--- src/design/assert_macros.svh ---
// ----------------------------------------------------------------------------
// assert_macros.svh
// clocked assertion helpers, sampled on clk and disabled while rst_n is low
// ----------------------------------------------------------------------------
`ifndef ASSERT_MACROS_SVH
`define ASSERT_MACROS_SVH

// property holds at every clock edge
`define ASSERT_HOLDS(lbl, prop, msg) \
    lbl: assert property (@(posedge clk) disable iff (!rst_n) prop) \
        else $error(msg);

// antecedent implies consequent in the following cycle
`define ASSERT_NEXT(lbl, ante, cons, msg) \
    lbl: assert property (@(posedge clk) disable iff (!rst_n) (ante) |=> (cons)) \
        else $error(msg);

`endif

--- src/design/csem_pkg.sv ---
// ----------------------------------------------------------------------------
// csem_pkg
// types, codes and defaults shared by the semaphore wait queue
// ----------------------------------------------------------------------------
package csem_pkg;

    localparam int QUEUE_DEPTH_DEF    = 16;
    localparam int THREAD_ID_BITS_DEF = 8;
    localparam int ID_MAX_BITS        = 16;

    localparam int CMD_BITS    = 3;
    localparam int PORT_ID_BITS = 8;
    localparam int COUNT_BITS  = 16;
    localparam int STATUS_BITS = 4;

    localparam logic signed [COUNT_BITS-1:0] COUNT_MAX   = 16'sh7fff;
    localparam logic signed [COUNT_BITS-1:0] COUNT_MIN   = 16'sh8000;
    localparam logic signed [COUNT_BITS-1:0] COUNT_RESET = 16'sd1;

    localparam logic [CMD_BITS-1:0] CMD_TAKE        = 3'd0;
    localparam logic [CMD_BITS-1:0] CMD_TRY_TAKE    = 3'd1;
    localparam logic [CMD_BITS-1:0] CMD_GIVE        = 3'd2;
    localparam logic [CMD_BITS-1:0] CMD_GIVE_ALL    = 3'd3;
    localparam logic [CMD_BITS-1:0] CMD_CANCEL_WAIT = 3'd4;
    localparam logic [CMD_BITS-1:0] CMD_SET_COUNT   = 3'd5;

    localparam logic [STATUS_BITS-1:0] ST_GRANTED        = 4'd0;
    localparam logic [STATUS_BITS-1:0] ST_QUEUED         = 4'd1;
    localparam logic [STATUS_BITS-1:0] ST_BUSY           = 4'd2;
    localparam logic [STATUS_BITS-1:0] ST_WOKEN          = 4'd3;
    localparam logic [STATUS_BITS-1:0] ST_COUNT_RAISED   = 4'd4;
    localparam logic [STATUS_BITS-1:0] ST_CANCELLED      = 4'd5;
    localparam logic [STATUS_BITS-1:0] ST_NOT_FOUND      = 4'd6;
    localparam logic [STATUS_BITS-1:0] ST_COUNT_SET      = 4'd7;
    localparam logic [STATUS_BITS-1:0] ST_QUEUE_FULL     = 4'd8;
    localparam logic [STATUS_BITS-1:0] ST_NOTHING_TO_WAKE = 4'd9;

    typedef enum logic [2:0] {
        S_IDLE,
        S_WAKE,
        S_WAKE_ALL,
        S_SCAN,
        S_SHIFT
    } state_t;

    typedef struct packed {
        logic [CMD_BITS-1:0]            command;
        logic [PORT_ID_BITS-1:0]        thread_id;
        logic signed [COUNT_BITS-1:0]   count_value;
    } request_t;

    typedef struct packed {
        logic [STATUS_BITS-1:0]         status;
        logic [PORT_ID_BITS-1:0]        woken_thread;
        logic signed [COUNT_BITS-1:0]   count_after;
        logic                           last;
    } result_t;

    function automatic logic signed [COUNT_BITS-1:0] count_inc(
        input logic signed [COUNT_BITS-1:0] c
    );
        return (c == COUNT_MAX) ? c : c + 16'sd1;
    endfunction

endpackage

--- src/design/csem_ram.sv ---
// ----------------------------------------------------------------------------
// csem_ram
// generic single-write, single-read ram with a registered read port
// ----------------------------------------------------------------------------
module csem_ram #(
    parameter int WIDTH = 8,
    parameter int DEPTH = 16,
    parameter int ADDR_BITS = (DEPTH > 1) ? $clog2(DEPTH) : 1
) (
    input  logic                 clk,
    input  logic                 wr_en,
    input  logic [ADDR_BITS-1:0] wr_addr,
    input  logic [WIDTH-1:0]     wr_data,
    input  logic [ADDR_BITS-1:0] rd_addr,
    output logic [WIDTH-1:0]     rd_data
);

    logic [WIDTH-1:0] mem [DEPTH];
    logic [WIDTH-1:0] rd_data_reg;

    always_ff @(posedge clk)
    begin
        if (wr_en)
        begin
            mem[wr_addr] <= wr_data;
        end
        rd_data_reg <= mem[rd_addr];
    end

    assign rd_data = rd_data_reg;

endmodule

--- src/design/counting_semaphore_wait_queue.sv ---
// ----------------------------------------------------------------------------
// counting_semaphore_wait_queue
// counting semaphore with a fifo of waiting thread ids kept in a ram
// ----------------------------------------------------------------------------
// a transaction is accepted at a rising edge with start high and busy low;
// request carries command, thread_id and count_value. each result appears
// on result for one cycle with strobe high; result.last marks the final
// result of a transaction. the receiver cannot stall, results are never
// held back.
// steps per transaction, with each result registered onto the outputs:
//   take, try_take, set_count, give with no waiter: a single result
//   give with a waiter: the head entry is read, then one woken result
//   give_all with n waiters: n results, one result per cycle
//   cancel_wait of entry i among n waiters: entries are scanned from the
//   head until the id is found, then the n - 1 - i later entries move
//   down one slot to close the gap; an absent id is reported once all n
//   entries are scanned. busy stays high throughout, so a cancel holds off
//   the next transaction until the cancel is done
// the waiter ram has a single read port, which returns one entry per
// cycle. the queue is a ring with head and tail pointers. reset sets the
// count to 1 and empties the queue at once; the ram needs no clearing
// pass, entries are read only after being written.
// ----------------------------------------------------------------------------
module counting_semaphore_wait_queue
    import csem_pkg::*;
#(
    parameter int QUEUE_DEPTH    = QUEUE_DEPTH_DEF,
    parameter int THREAD_ID_BITS = THREAD_ID_BITS_DEF
) (
    input  logic     clk,
    input  logic     rst_n,
    input  logic     start,
    output logic     busy,
    input  request_t request,
    output logic     strobe,
    output result_t  result
);

    `include "assert_macros.svh"

    localparam int PTR_BITS = (QUEUE_DEPTH > 1) ? $clog2(QUEUE_DEPTH) : 1;
    localparam int CNT_BITS = $clog2(QUEUE_DEPTH + 1);
    localparam logic [PTR_BITS-1:0] PTR_LAST = PTR_BITS'(QUEUE_DEPTH - 1);
    localparam logic [CNT_BITS-1:0] CNT_FULL = CNT_BITS'(QUEUE_DEPTH);

    state_t                        state_reg, state_next;
    logic signed [COUNT_BITS-1:0]  count_reg, count_next;
    logic [CNT_BITS-1:0]           total_reg, total_next;
    logic [PTR_BITS-1:0]           head_reg, head_next;
    logic [PTR_BITS-1:0]           tail_reg, tail_next;
    logic [PTR_BITS-1:0]           scan_addr_reg, scan_addr_next;
    logic [CNT_BITS-1:0]           scan_idx_reg, scan_idx_next;
    logic [THREAD_ID_BITS-1:0]     tid_reg, tid_next;
    logic                          strobe_reg, strobe_next;
    result_t                       result_reg, result_next;

    logic                          wr_en;
    logic [PTR_BITS-1:0]           wr_addr;
    logic [THREAD_ID_BITS-1:0]     wr_data;
    logic [PTR_BITS-1:0]           rd_addr;
    logic [THREAD_ID_BITS-1:0]     rd_data;

    logic                          accept;
    logic                          wake_all_go;
    logic [ID_MAX_BITS-1:0]        id_wide;
    logic [THREAD_ID_BITS-1:0]     tid_in;
    logic                          found;
    logic                          scan_end;
    logic                          shift_end;
    logic signed [COUNT_BITS-1:0]  count_up;

    function automatic logic [PTR_BITS-1:0] ptr_inc(input logic [PTR_BITS-1:0] p);
        return (p == PTR_LAST) ? '0 : p + 1'b1;
    endfunction

    function automatic logic [PTR_BITS-1:0] ptr_dec(input logic [PTR_BITS-1:0] p);
        return (p == '0) ? PTR_LAST : p - 1'b1;
    endfunction

    function automatic logic [PORT_ID_BITS-1:0] id_out(
        input logic [THREAD_ID_BITS-1:0] id
    );
        logic [ID_MAX_BITS-1:0] w;
        w = ID_MAX_BITS'(id);
        return w[PORT_ID_BITS-1:0];
    endfunction

    csem_ram #(
        .WIDTH(THREAD_ID_BITS),
        .DEPTH(QUEUE_DEPTH),
        .ADDR_BITS(PTR_BITS)
    ) u_waiters (
        .clk(clk),
        .wr_en(wr_en),
        .wr_addr(wr_addr),
        .wr_data(wr_data),
        .rd_addr(rd_addr),
        .rd_data(rd_data)
    );

    assign busy        = (state_reg != S_IDLE);
    assign accept      = start && !busy;
    assign wake_all_go = accept && (request.command == CMD_GIVE_ALL) && (total_reg != '0);
    assign id_wide     = ID_MAX_BITS'(request.thread_id);
    assign tid_in      = id_wide[THREAD_ID_BITS-1:0];
    assign found       = (rd_data == tid_reg);
    assign scan_end    = (scan_idx_reg == total_reg - 1'b1);
    assign shift_end   = (scan_idx_reg + 1'b1 == total_reg);
    assign count_up    = count_inc(count_reg);

    // next state
    always_comb
    begin
        state_next = state_reg;
        unique case (state_reg)
            S_IDLE:
            begin
                if (accept && total_reg != '0)
                begin
                    if (request.command == CMD_GIVE)
                    begin
                        state_next = S_WAKE;
                    end
                    else if (request.command == CMD_GIVE_ALL)
                    begin
                        state_next = S_WAKE_ALL;
                    end
                    else if (request.command == CMD_CANCEL_WAIT)
                    begin
                        state_next = S_SCAN;
                    end
                end
            end
            S_WAKE:
            begin
                state_next = S_IDLE;
            end
            S_WAKE_ALL:
            begin
                if (total_reg == CNT_BITS'(1))
                begin
                    state_next = S_IDLE;
                end
            end
            S_SCAN:
            begin
                if (found)
                begin
                    state_next = scan_end ? S_IDLE : S_SHIFT;
                end
                else if (scan_end)
                begin
                    state_next = S_IDLE;
                end
            end
            S_SHIFT:
            begin
                if (shift_end)
                begin
                    state_next = S_IDLE;
                end
            end
            default:
            begin
                state_next = S_IDLE;
            end
        endcase
    end

    // datapath and results
    always_comb
    begin
        count_next     = count_reg;
        total_next     = total_reg;
        head_next      = head_reg;
        tail_next      = tail_reg;
        scan_addr_next = scan_addr_reg;
        scan_idx_next  = scan_idx_reg;
        tid_next       = tid_reg;
        strobe_next    = 1'b0;
        result_next    = result_reg;
        wr_en          = 1'b0;
        wr_addr        = tail_reg;
        wr_data        = tid_in;
        rd_addr        = head_reg;

        unique case (state_reg)
            S_IDLE:
            begin
                if (accept)
                begin
                    tid_next = tid_in;
                    result_next.last = 1'b1;
                    result_next.woken_thread = '0;
                    unique case (request.command)
                        CMD_TAKE:
                        begin
                            strobe_next = 1'b1;
                            if (count_reg >= 16'sd1)
                            begin
                                count_next = count_reg - 16'sd1;
                                result_next.status = ST_GRANTED;
                                result_next.woken_thread = id_out(tid_in);
                            end
                            else if (total_reg == CNT_FULL)
                            begin
                                result_next.status = ST_QUEUE_FULL;
                            end
                            else
                            begin
                                if (count_reg != COUNT_MIN)
                                begin
                                    count_next = count_reg - 16'sd1;
                                end
                                wr_en      = 1'b1;
                                tail_next  = ptr_inc(tail_reg);
                                total_next = total_reg + 1'b1;
                                result_next.status = ST_QUEUED;
                                result_next.woken_thread = id_out(tid_in);
                            end
                        end
                        CMD_TRY_TAKE:
                        begin
                            strobe_next = 1'b1;
                            if (count_reg > 16'sd0)
                            begin
                                count_next = count_reg - 16'sd1;
                                result_next.status = ST_GRANTED;
                                result_next.woken_thread = id_out(tid_in);
                            end
                            else
                            begin
                                result_next.status = ST_BUSY;
                            end
                        end
                        CMD_GIVE:
                        begin
                            if (total_reg == '0)
                            begin
                                strobe_next = 1'b1;
                                count_next  = count_up;
                                result_next.status = ST_COUNT_RAISED;
                            end
                        end
                        CMD_GIVE_ALL:
                        begin
                            if (total_reg == '0)
                            begin
                                strobe_next = 1'b1;
                                result_next.status = ST_NOTHING_TO_WAKE;
                            end
                        end
                        CMD_CANCEL_WAIT:
                        begin
                            scan_addr_next = head_reg;
                            scan_idx_next  = '0;
                            if (total_reg == '0)
                            begin
                                strobe_next = 1'b1;
                                result_next.status = ST_NOT_FOUND;
                            end
                        end
                        CMD_SET_COUNT:
                        begin
                            strobe_next = 1'b1;
                            count_next  = request.count_value;
                            result_next.status = ST_COUNT_SET;
                        end
                        default:
                        begin
                            result_next = result_reg;
                        end
                    endcase
                    result_next.count_after = count_next;
                end
            end
            S_WAKE, S_WAKE_ALL:
            begin
                // read of the following head is already under way
                rd_addr     = ptr_inc(head_reg);
                strobe_next = 1'b1;
                count_next  = count_up;
                head_next   = ptr_inc(head_reg);
                total_next  = total_reg - 1'b1;
                result_next.status       = ST_WOKEN;
                result_next.woken_thread = id_out(rd_data);
                result_next.count_after  = count_up;
                result_next.last = (state_reg == S_WAKE) || (total_reg == CNT_BITS'(1));
            end
            S_SCAN:
            begin
                rd_addr = ptr_inc(scan_addr_reg);
                if (found)
                begin
                    strobe_next = 1'b1;
                    count_next  = count_up;
                    total_next  = total_reg - 1'b1;
                    tail_next   = ptr_dec(tail_reg);
                    result_next.status       = ST_CANCELLED;
                    result_next.woken_thread = id_out(rd_data);
                    result_next.count_after  = count_up;
                    result_next.last         = 1'b1;
                end
                else if (scan_end)
                begin
                    strobe_next = 1'b1;
                    result_next.status       = ST_NOT_FOUND;
                    result_next.woken_thread = '0;
                    result_next.count_after  = count_reg;
                    result_next.last         = 1'b1;
                end
                else
                begin
                    scan_addr_next = ptr_inc(scan_addr_reg);
                    scan_idx_next  = scan_idx_reg + 1'b1;
                end
            end
            S_SHIFT:
            begin
                // close the gap: entry after the hole moves down one slot
                wr_en          = 1'b1;
                wr_addr        = scan_addr_reg;
                wr_data        = rd_data;
                rd_addr        = ptr_inc(ptr_inc(scan_addr_reg));
                scan_addr_next = ptr_inc(scan_addr_reg);
                scan_idx_next  = scan_idx_reg + 1'b1;
            end
            default:
            begin
                rd_addr = head_reg;
            end
        endcase
    end

    always_ff @(posedge clk or negedge rst_n)
    begin
        if (!rst_n)
        begin
            state_reg  <= S_IDLE;
            count_reg  <= COUNT_RESET;
            total_reg  <= '0;
            head_reg   <= '0;
            tail_reg   <= '0;
            strobe_reg <= 1'b0;
        end
        else
        begin
            state_reg  <= state_next;
            count_reg  <= count_next;
            total_reg  <= total_next;
            head_reg   <= head_next;
            tail_reg   <= tail_next;
            strobe_reg <= strobe_next;
        end
    end

    always_ff @(posedge clk)
    begin
        scan_addr_reg <= scan_addr_next;
        scan_idx_reg  <= scan_idx_next;
        tid_reg       <= tid_next;
        result_reg    <= result_next;
    end

    assign strobe = strobe_reg;
    assign result = result_reg;

    `ASSERT_NEXT(a_give_all_walks, wake_all_go, busy, "give_all did not walk the queue")
    `ASSERT_HOLDS(a_more_results_busy, strobe && !result.last |-> busy, "extra result while idle")
    `ASSERT_HOLDS(a_empty_ring, total_reg == '0 |-> head_reg == tail_reg, "head and tail apart")
    `ASSERT_HOLDS(a_busy_has_waiters, busy |-> total_reg != '0, "queue walk with no waiters")

endmodule
--- config.mk ---
export PLATFORM = sky130hd
export DESIGN_NAME = counting_semaphore_wait_queue
export DESIGN_NICKNAME = d
export VERILOG_FILES = /design/src/design/csem_pkg.sv /design/src/design/csem_ram.sv /design/src/design/counting_semaphore_wait_queue.sv
export VERILOG_INCLUDE_DIRS = /design/src /design/src/design
export SDC_FILE = /design/constraint.sdc
export NUM_CORES = 1
export LEC_CHECK = 0
export ABC_AREA = 1
export BUFFER_PORTS_ARGS = -buffer_cell sky130_fd_sc_hd__buf_2
export CAP_MARGIN = 20
export CORE_ASPECT_RATIO = 0.75
export CORE_MARGIN = 2
export CORE_UTILIZATION = 55
export DETAILED_ROUTE_END_ITERATION = 10
export PLACE_DENSITY = 0.73
export SLEW_MARGIN = 20
export SYNTH_ARGS = -nofsm -noshare
export SYNTH_HDL_FRONTEND = slang
export SYNTH_HIERARCHICAL = 1
export SYNTH_SLANG_ARGS = --single-unit
--- constraint.sdc ---
create_clock -name clk -period 2.8 [get_ports clk]
set_input_delay 0.56 -clock clk [delete_from_list [all_inputs] [get_ports clk]]
set_output_delay 0.56 -clock clk [all_outputs]
set_load 0.01 [all_outputs]
Word level (Yosys, flattened, before mapping)
Memories as Yosys holds them, arrays and structs flattened. A register that Yosys moved wholly into a read port is not among the register bits. Cells that the tools add are included.

Memories: 1. Logic and storage cells: 171. Flip-flop bits (word level): 79. RAM bits: 128.

Memory list: u_waiters.mem (words 16, width 8, read ports 1, clocked after Yosys merged registers in 1, write ports 1, RTL line csem_ram.sv:18) `logic [WIDTH-1:0] mem [DEPTH];`.

Reduce and logical (&&, ||, !) cells: 28. Mux-type cells: 78. Order comparisons: 2. Equality and inequality tests: 39. Add/sub/neg operators: 10.

Operator list (count): two-way mux 16 bit (8); two-way mux 29 bit (3); case mux 29 bit (3 select lines) (1); two-way mux 4 bit (19); case mux 16 bit (4 select lines) (1); case mux 16 bit (3 select lines) (1); two-way mux 5 bit (9); case mux 5 bit (3 select lines) (2); two-way mux 3 bit (9); two-way mux 8 bit (3); case mux 4 bit (3 select lines) (2); case mux 4 bit (6 select lines) (1); case mux 8 bit (3 select lines) (1); inequality test 2 bit (second input constant) (11); adder 16 x 2 -> 16 bit (second input constant) (1); adder 4 x 1 -> 4 bit (second input constant) (4); equality test 16 bit (second input constant) (1); equality test 4 bit (second input constant) (4); greater-or-equal comparator 16 x 2 -> 1 bit (second input constant) (1); greater-than comparator 16 x 1 -> 1 bit (second input constant) (1); inequality test 16 bit (second input constant) (1); subtractor 16 x 2 -> 16 bit (second input constant) (1); equality test 3 x 2 -> 1 bit (second input constant) (4); two-way mux 12 bit (1); other kinds (39) (67).

Longest topological paths before layout
Depth after elaboration: 8. Depth in mapped cells: 17. Mapped depth without buffers: 16.

By module
Netlist, hierarchy kept.

Modules (own cells, without submodules): counting_semaphore_wait_queue (seq. area each 2208.4 µm², times used 1, area an instance 6292.3 µm², cells each 866); csem_ram (seq. area each 4003.8 µm², times used 1, area an instance 5770.5 µm², cells each 552).

Least setup slack after synthesis
OpenSTA, ideal clock, no wires.

Kind: flip-flop to flip-flop. Start: register count_reg[0]. End: memory u_waiters.mem[0][0] (enable). Arrival: 2312 ps. Setup slack: 118 ps. Path buffers: 0. Stages on the path, launching flop included: 13. Path through: dfstp_2 > inv_1 > ha_1 > nand2_4 > nor2_4 > nand2_2 > nand2_4 > nand2_2 > a21oi_2 > nand2_2 > o31ai_1 > nand3_1 > nor2_1.

Longest elaborated chain between the ends: 7.

Ends and longest elaborated chain: start: declaration (RTL line counting_semaphore_wait_queue.sv:47) `logic signed [COUNT_BITS-1:0] count_reg, count_next;`; start signal: assignment (RTL line counting_semaphore_wait_queue.sv:349) `count_reg <= count_next;`; greater-or-equal comparator 16 x 2 -> 1 bit (RTL line counting_semaphore_wait_queue.sv:199) `if (count_reg >= 16'sd1)`; two-way mux 1 bit (RTL line counting_semaphore_wait_queue.sv:199); two-way mux 1 bit (RTL line counting_semaphore_wait_queue.sv:195) `unique case (request.command)`; two-way mux 1 bit (RTL line counting_semaphore_wait_queue.sv:190) `if (accept)`; case mux 1 bit (2 select lines) (RTL line counting_semaphore_wait_queue.sv:187) `unique case (state_reg)`; named net wr_en (RTL line counting_semaphore_wait_queue.sv:57) `logic wr_en;`; two-way mux 1 bit (RTL line csem_ram.sv:23) `if (wr_en)`; two-way mux 1 bit (implied by the code) (RTL line csem_ram.sv:25) `mem[wr_addr] <= wr_data;`; end: declaration (RTL line csem_ram.sv:18).

The timed path passes the listed nets, and every way through them passes these cells.

==> flow_summary_export.csv <==
group,metric,value,unit
worst_setup_path,start_kind,"flop",
worst_setup_path,crit_start,"count_reg[0]",
synthesis,ys_seq_area_share,51.5,%
place,dp_hpwl,22.5,mm
routing,post_drt_wl_per_cell,18.0,um
worst_setup_path,crit_required,3.07,ns
floorplanning,rows,46,
global_route,grt_first_pass_wirelength,50.4,mm
floorplanning,ios,61,
layout,final_cells,1815,
routing,drtIter0Drc,1281,
run,maxCapViolations,0,
routing,via_per_inst,5.55,
timing,post-route-min-period,2.65,ns
pwr,peakVddDrop,0.00101,V
synthesis,synth-edff-count,174,
outcome,outcome,"finished clean",
timing,finalCritPeriodShare,94.7,%
layout,fillers,1792,
clock_network,clk_latency,0.51,ns
synthesis,syn_avg_cell_area,8.51,um^2
synthesis,synthArstFlopShare,15.3,%
global_route,groute.usage.overall,27.8,%
routing,drtAntennaViolNets,0,
layout,areaGrowthSynthToFinish,13.4,%
timing,setup_viol,0,
worst_setup_path,crit_type,"flop to flop",
layout,nets,1554,
global_route,grt_pass1_vias,9030,
clock_network,cts_made_buffers,22,
synthesis,synth.net_count,1461,
layout,drive_gt1_share,15.7,%
timing,slew_violations,0,
clock_network,cts_buffer_depth,3,
timing,worst_pin_slew,0.946,ns
synthesis,ys.flop_type,"edfxtp_1",
clock_network,cts_root_buf,"clkbuf_16",
synthesis,yosysUniqueCellTypes,52,
worst_setup_path,worstSetupEndpointType,"flop",
layout,fin_util,64.1,%
layout,final_common_cell,"nand2_1",
layout,layout_common_cells,"nand2_1 (423), inv_1 (182), edfxtp_1 (174)",
timing,max_clock_freq,0.377,GHz
clock_network,tritoncts,"done",
clock_network,clk_pin_slew_worst_paths,0.06,ns
timing,final.setup_skew,0.0160,ns
hold_path,worst_hold_path_type,"input port to async pin",
place,port-buffer-count,60,
floorplanning,core_area,21400,um^2
timing,max-slew-margin-rel,37.0,%
worst_setup_path,r2r_start,"count_reg[0]",
pwr,power_density,1190,nW/um^2
worst_setup_path,path_max_fanout,8,
global_route,antenna_found_initial,0,
synthesis,synth_cells,1418,
place,place_area,12800,um^2
clock_network,htree_num_levels,1,
layout,num_antenna_cells,0,
pwr,power,0.0163,W
floorplanning,fp.dieW,175,um
floorplanning,die_height,132,um
pwr,cellLeakagePower,6.10,nW
routing,vias,10100,
routing,drt_pass1_iterations,5,
synthesis,syn_area,12100,um^2
layout,largest_register_ff_count,128,
synthesis,synth_seq_cells,215,
timing,hold_viol,0,
clock_network,holdBufCountCts,0,
place,routabilityCongestion,0.978,
routing,drc,0,
global_route,grt_max_degree,65,
routing,wl,32.8,mm
global_route,grt_remaining_overflow,0,
worst_setup_path,worstPathArrival,2.92,ns
synthesis,yosys_warnings,6,
place,dp.cells,1771,
floorplanning,start_util,56.5,%
clock_network,cts_sinks,215,
floorplanning,dieArea,23100,um^2
layout,final_area,13700,um^2
[cell families after synthesis]
kind of cell / after synthesis / share of synthesized area [%]
xor gates and xnor gates: 38 / 2.76
DFF: 215 / 51.5
buffers and inverters: 255 / 9.47
adders and majority gates: 13 / 1.35
and+or+nand+nor: 752 / 27.9
AOI/OAI and AO/OA: 145 / 7.00
[metrics by stage]
stage,hold slack (ns),setup WS [ns],setup TNS (ns)
4_1_cts,0.197,0.0807,0
3_5_place_dp,0.569,0.0889,0
2_1_floorplan,0.264,0.118,0
5_1_grt,0.242,-0.0120,-0.0120
6_report,0.191,0.147,0
3_3_place_gp,0.556,0.168,0
[final cells by class]
type | instances | area (um^2) | area share (%)
repair buffers | 125 | 851 | 6.22
inverters | 199 | 753 | 5.51
clock buffers | 27 | 591 | 4.32
well taps | 288 | 360 | 2.63
clock inverters | 13 | 96.3 | 0.704
multi-input cells | 948 | 4820 | 35.2
flip-flops and latches | 215 | 6210 | 45.4
[power by group]
group | switching [W] | internal (W)
Combinational | 0.00585 | 0.00284
Clock | 0.00121 | 0.00160
Sequential | 0.000524 | 0.00429
[cells in the mapped netlist (11+ instances only)]
cell / number / area share, %
o21ai_1: 12 / 0.50
nand4_1: 21 / 1.1
nor3_1: 11 / 0.46
nand2_2: 11 / 0.57
inv_1: 182 / 5.7
nand2_1: 424 / 13
buf_6: 15 / 1.4
dfrtp_1: 32 / 6.6
edfxtp_1: 174 / 43
buf_2: 20 / 0.83
nor2_1: 85 / 2.6
a21oi_1: 27 / 1.1
xor2_1: 29 / 2.1
nor2_4: 16 / 1.5
o21ai_0: 61 / 2.5
ha_1: 13 / 1.3
buf_4: 11 / 0.68
inv_2: 11 / 0.34
nand3_1: 156 / 6.5
[worst max-delay path, stage by stage, from the launching register on]
cell     delay, ns
dfstp_2       0.62
inv_1         0.08
buf_4         0.17
ha_1          0.19
nand2_1       0.07
nor2_1        0.05
nand2_1       0.13
nand2_1       0.13
a21oi_4       0.30
buf_4         0.17
nand4_1       0.14
nand2_1       0.11
nand3_1       0.10
o21a_1        0.14
[routing by layer]
| layer | wire length (um) | part of all wire (%) | GRT usage (%) | vias to the layer above |
|---|---|---|---|---|
| met3 | 3910 | 12 | 7.09 | 34 |
| met5 | 0 | 0 | 0 | - |
| met1 | 14900 | 45 | 44.0 | 4687 |
| met2 | 13500 | 41 | 38.6 | 529 |
| li1 | - | - | - | 4827 |
| met4 | 454 | 1.4 | 4.63 | 0 |
[repair_timing]
item | in CTS | in global routing
gates resized for setup | 0 | 24
buffers inserted | 0 | 3
setup endpoints to repair | 0 | 133
[final timing paths]
check,endpoint,slack [ns],depth (start not counted)
max,result[9],0.15,13
min,count_reg[8],0.19,1
max reg2reg,result[9],0.15,13
min reg2reg,total_reg[1],0.58,2
max in group asynchronous,head_reg[3],2.00,1
min in group clk,tid_reg[1],0.25,1
Note: power is estimated with default switching activity, not from simulation.
